$ cat src/hw/rtl/qaa_ram.sv
`default_nettype none
module qaa_ram #(
    parameter int WIDTH = 3,
    parameter int DEPTH = 341
) (
    input  wire logic                     clk,
    input  wire logic                     we,
    input  wire logic [$clog2(DEPTH)-1:0] addr,
    input  wire logic [WIDTH-1:0]         wdata,
    output logic      [WIDTH-1:0]         rdata
);

    logic [WIDTH-1:0] mem [DEPTH];

    always_ff @(posedge clk)
    begin
        if (we)
        begin
            mem[addr] <= wdata;
        end
        rdata <= mem[addr];
    end

endmodule
`default_nettype wire

$ cat config.mk
export PLATFORM = sky130hd
export DESIGN_NAME = qaa_ram
export DESIGN_NICKNAME = d
export VERILOG_FILES = /design/src/hw/rtl/qaa_ram.sv
export SDC_FILE = /design/constraint.sdc
export NUM_CORES = 1
export LEC_CHECK = 0
export BUFFER_PORTS_ARGS = -buffer_cell sky130_fd_sc_hd__buf_2
export CORE_MARGIN = 8
export CORE_UTILIZATION = 43
export CTS_CLUSTER_SIZE = 8
export DETAILED_ROUTE_END_ITERATION = 12
export PLACE_DENSITY_LB_ADDON = 0.2
export SETUP_SLACK_MARGIN = 0.15
export SYNTH_ARGS = -nofsm -noshare
export SYNTH_HDL_FRONTEND = slang
export SYNTH_SLANG_ARGS = --single-unit
$ cat constraint.sdc
create_clock -name clk -period 3.1 [get_ports clk]
set_clock_uncertainty 0.1 [all_clocks]
set_input_delay 0.31 -clock clk [delete_from_list [all_inputs] [get_ports clk]]
set_output_delay 0.31 -clock clk [all_outputs]
set_load 0.05 [all_outputs]
==> impl_metrics.env <==
export IMPL_status="finished, final reports clean"
export IMPL_syn_area_per_cell_sq_um=18.62
export IMPL_grt_use_met2=0.3292
export IMPL_hold_violations=0
export IMPL_leakage_nw=15.17
export IMPL_synthTopCellsByArea="edfxtp_1 (75%), mux4_2 (11%), nor2_1 (3.4%), mux2i_1 (2.1%), a22oi_1 (1.1%)"
export IMPL_worstPathCellList="mux4_2, a22o_1, a221oi_1, o22ai_1, a211o_1, a22oi_1, buf_4, nand4_1"
export IMPL_timing_setup_tns_ns=0
export IMPL_busiest_layer="met2"
export IMPL_vias=22190
export IMPL_whs_path_depth=1
export IMPL_yosys_warnings=0
export IMPL_place_gp_congestion=0.8613
export IMPL_die_x_um=325.0
export IMPL_initial_core_util=0.4329
export IMPL_critPathTopFamily="compound AO/OA/AOI/OAI gates"
export IMPL_ys_ff_latch=1026
export IMPL_syn2layout_area_growth_pct=16.79
export IMPL_power_density_nw_per_um2=644.7
export IMPL_reg2reg_depth=8
export IMPL_post_cts_resized=0
export IMPL_clk_latency_ns=0.71
export IMPL_crit_arrival_ns=3.11
export IMPL_crit_type="reg -> reg"
export IMPL_core_area_sq_um=94870
export IMPL_relSlewSlack=0.2967
export IMPL_grt_met1_usage=0.2908
export IMPL_synth_top_area_cell="edfxtp_1"
export IMPL_ios=17
export IMPL_crit_path_max_incr_delay_ns=0.48
export IMPL_syn_num_nets=2220
export IMPL_finalCritPeriodShare=0.8572
export IMPL_fmax_mhz=376.3
export IMPL_finalNetCount=2443
export IMPL_setup_worst_path_start_class="register"
export IMPL_port_buffers=16
export IMPL_cts_buffer_depth=3
export IMPL_dieArea_sq_um=105600
export IMPL_total_power_mw=30.92
export IMPL_grt_util_all_layers=0.2098
export IMPL_cts_root_buf="clkbuf_16"
export IMPL_num_rows=113
export IMPL_wl_per_cell_um=29.97
export IMPL_synthDistinctLibCells=55
export IMPL_die_height_um=325.0
export IMPL_dp_cells=3545
export IMPL_antenna_found_initial=4
export IMPL_synth_top_area_share=0.7480
export IMPL_setup_viol=0
export IMPL_cts_sinks=1026
export IMPL_r2r_setup_slack_ns=0.44
export IMPL_dr_pass1_iters=6
export IMPL_met3_usage=0.04945
export IMPL_vias_per_cell=5.966
export IMPL_wl_um=111500
export IMPL_cap_violations=0
export IMPL_ir_drop_uv=518.7
export IMPL_postRouteAntennaNets=0
export IMPL_min_period_ns=2.657
export IMPL_cts_buffers=146
export IMPL_drv_slew=0
export IMPL_drcViolationCount=0
export IMPL_hp_class="in -> reg"
export IMPL_worst_path_max_delay_cell="mux4_2"
export IMPL_critPathRequiredTime_ns=3.56
export IMPL_layout_drive_gt1_share=0.2585
export IMPL_grt_pass1_vias=23330
export IMPL_synth_area_sq_um=41070
export IMPL_r2r_start="mem[251][1]$_DFFE_PP_"
export IMPL_end_kind="register"
export IMPL_netlist_instances=2206
export IMPL_max_slew_worst_pin_slew_ns=1.055
export IMPL_drt_initial_drc_count=2410
export IMPL_final_util=0.5055
export IMPL_ys_flop_type="edfxtp_1"
export IMPL_final_common_cell="edfxtp_1"
export IMPL_ys_seq_area_frac=0.7495
export IMPL_hp_start="wdata[0]"
export IMPL_reg2reg_to="rdata[1]$_DFF_P_"
export IMPL_async_flop_share=0
export IMPL_hpwl_um=71450
export IMPL_grt_pass1_wl_um=163600
export IMPL_cts_tree="built"
export IMPL_rsz0062_at_grt="no"
export IMPL_crit_buf_inv=1
export IMPL_htreeDepth=4
export IMPL_fin_cells=3720
export IMPL_mostFrequentLayoutCells="edfxtp_1 (1023), nor2_1 (370), mux4_2 (201), buf_4 (190), clkbuf_16 (153)"
export IMPL_path_clk_slew_ns=0.05
export IMPL_worstHoldEndpoint="mem[289][0]$_DFFE_PP_"
export IMPL_grt_overflow_total=0
export IMPL_cp_max_fo=1
export IMPL_synth_edf_count=1023
export IMPL_grt_max_degree=131
## per-stage QoR
stage / setup WS, ns / area [sq um] / hold WS (ns)
after floorplan: 0.6455 / 41070 / 0.3089
after global placement: 0.01634 / 44020 / 0.5930
after detailed placement: 0.008231 / 44020 / 0.6038
after CTS: 0.5024 / 47960 / 0.05460
after global routing: 0.4184 / 47960 / 0.06331
final: 0.4425 / 47960 / 0.05031
## final cells by class
class                           instances  area (sq um)
Clock buffer                          166          3877
Antenna cell                            2         5.005
Timing Repair Buffer                  234          2113
Clock inverter                          6         48.80
Inverter                                1         3.754
Fill cell                            7623         46910
Tap cell                             1265          1583
Sequential cell                      1026         30780
Multi-Input combinational cell       1020          9550
## flip-flops by register name (all words and copies together) (netlist names)
register  flops
rdata         3
mem        1023
## cells in the mapped netlist (6+ instances only)
cell,count
edfxtp_1,1023
nor2_1,371
mux4_2,201
mux2i_1,88
clkbuf_1,82
a22oi_1,59
buf_2,45
nand2_1,45
o21ai_0,27
mux2_2,24
nand3_1,24
a21oi_1,21
buf_4,19
a221oi_1,16
nor2b_1,16
mux4_1,14
o22ai_1,14
a211oi_1,9
buf_6,9
a22o_1,8
nand2b_1,7
nand4_1,6
nor3_1,6
nor4_1,6
## repair_timing
item,4_1_cts,5_1_grt
hold endpoints to repair,31,0
hold buffers,1,0
setup endpoints to repair,0,0
buffers inserted,0,0
## worst reg2reg max path: stages (launching register included)
cell	delay [ns]
edfxtp_1	0.37
mux4_2	0.48
a22o_1	0.27
a221oi_1	0.27
o22ai_1	0.23
a211o_1	0.33
a22oi_1	0.21
buf_4	0.16
nand4_1	0.10
## routing by layer
| layer | part of all wire | up-vias |
|---|---|---|
| met5 | 0.00021 | - |
| met2 | 0.47 | 1116 |
| li1 | - | 9294 |
| met4 | 0.027 | 4 |
| met3 | 0.092 | 198 |
| met1 | 0.41 | 11580 |
## how the worst max path moves through the flow
stage                          startpoint               endpoint  slack (ns)  cells past startpoint
CTS                 mem[154][0]$_DFFE_PP_       rdata[0]$_DFF_P_        0.50                      7
global placement                  addr[0]       rdata[2]$_DFF_P_        0.02                      9
global route        mem[250][1]$_DFFE_PP_       rdata[1]$_DFF_P_        0.42                      8
detailed placement                addr[0]       rdata[2]$_DFF_P_       0.008                      9
floorplan                         addr[1]  mem[174][0]$_DFFE_PP_        0.65                      9
finish              mem[251][1]$_DFFE_PP_       rdata[1]$_DFF_P_        0.44                      8
## kinds of logic (layout without fill, tap and decap cells)
logic type      Yosys count  after routing  synth area share
compound gates          188            188           0.03242
mux                     327            327            0.1472
other cells               0              2                 0
buf+inv                 160            407           0.01977
flops                  1026           1026            0.7495
simple gates            505            505           0.05109
## report_power, final
part           switching [mW]  internal, mW
combinational           0.997         0.582
sequential             0.0143          15.3
clock                    5.37          8.64
total                    6.38          24.5
(Power assumes the default switching activity.)
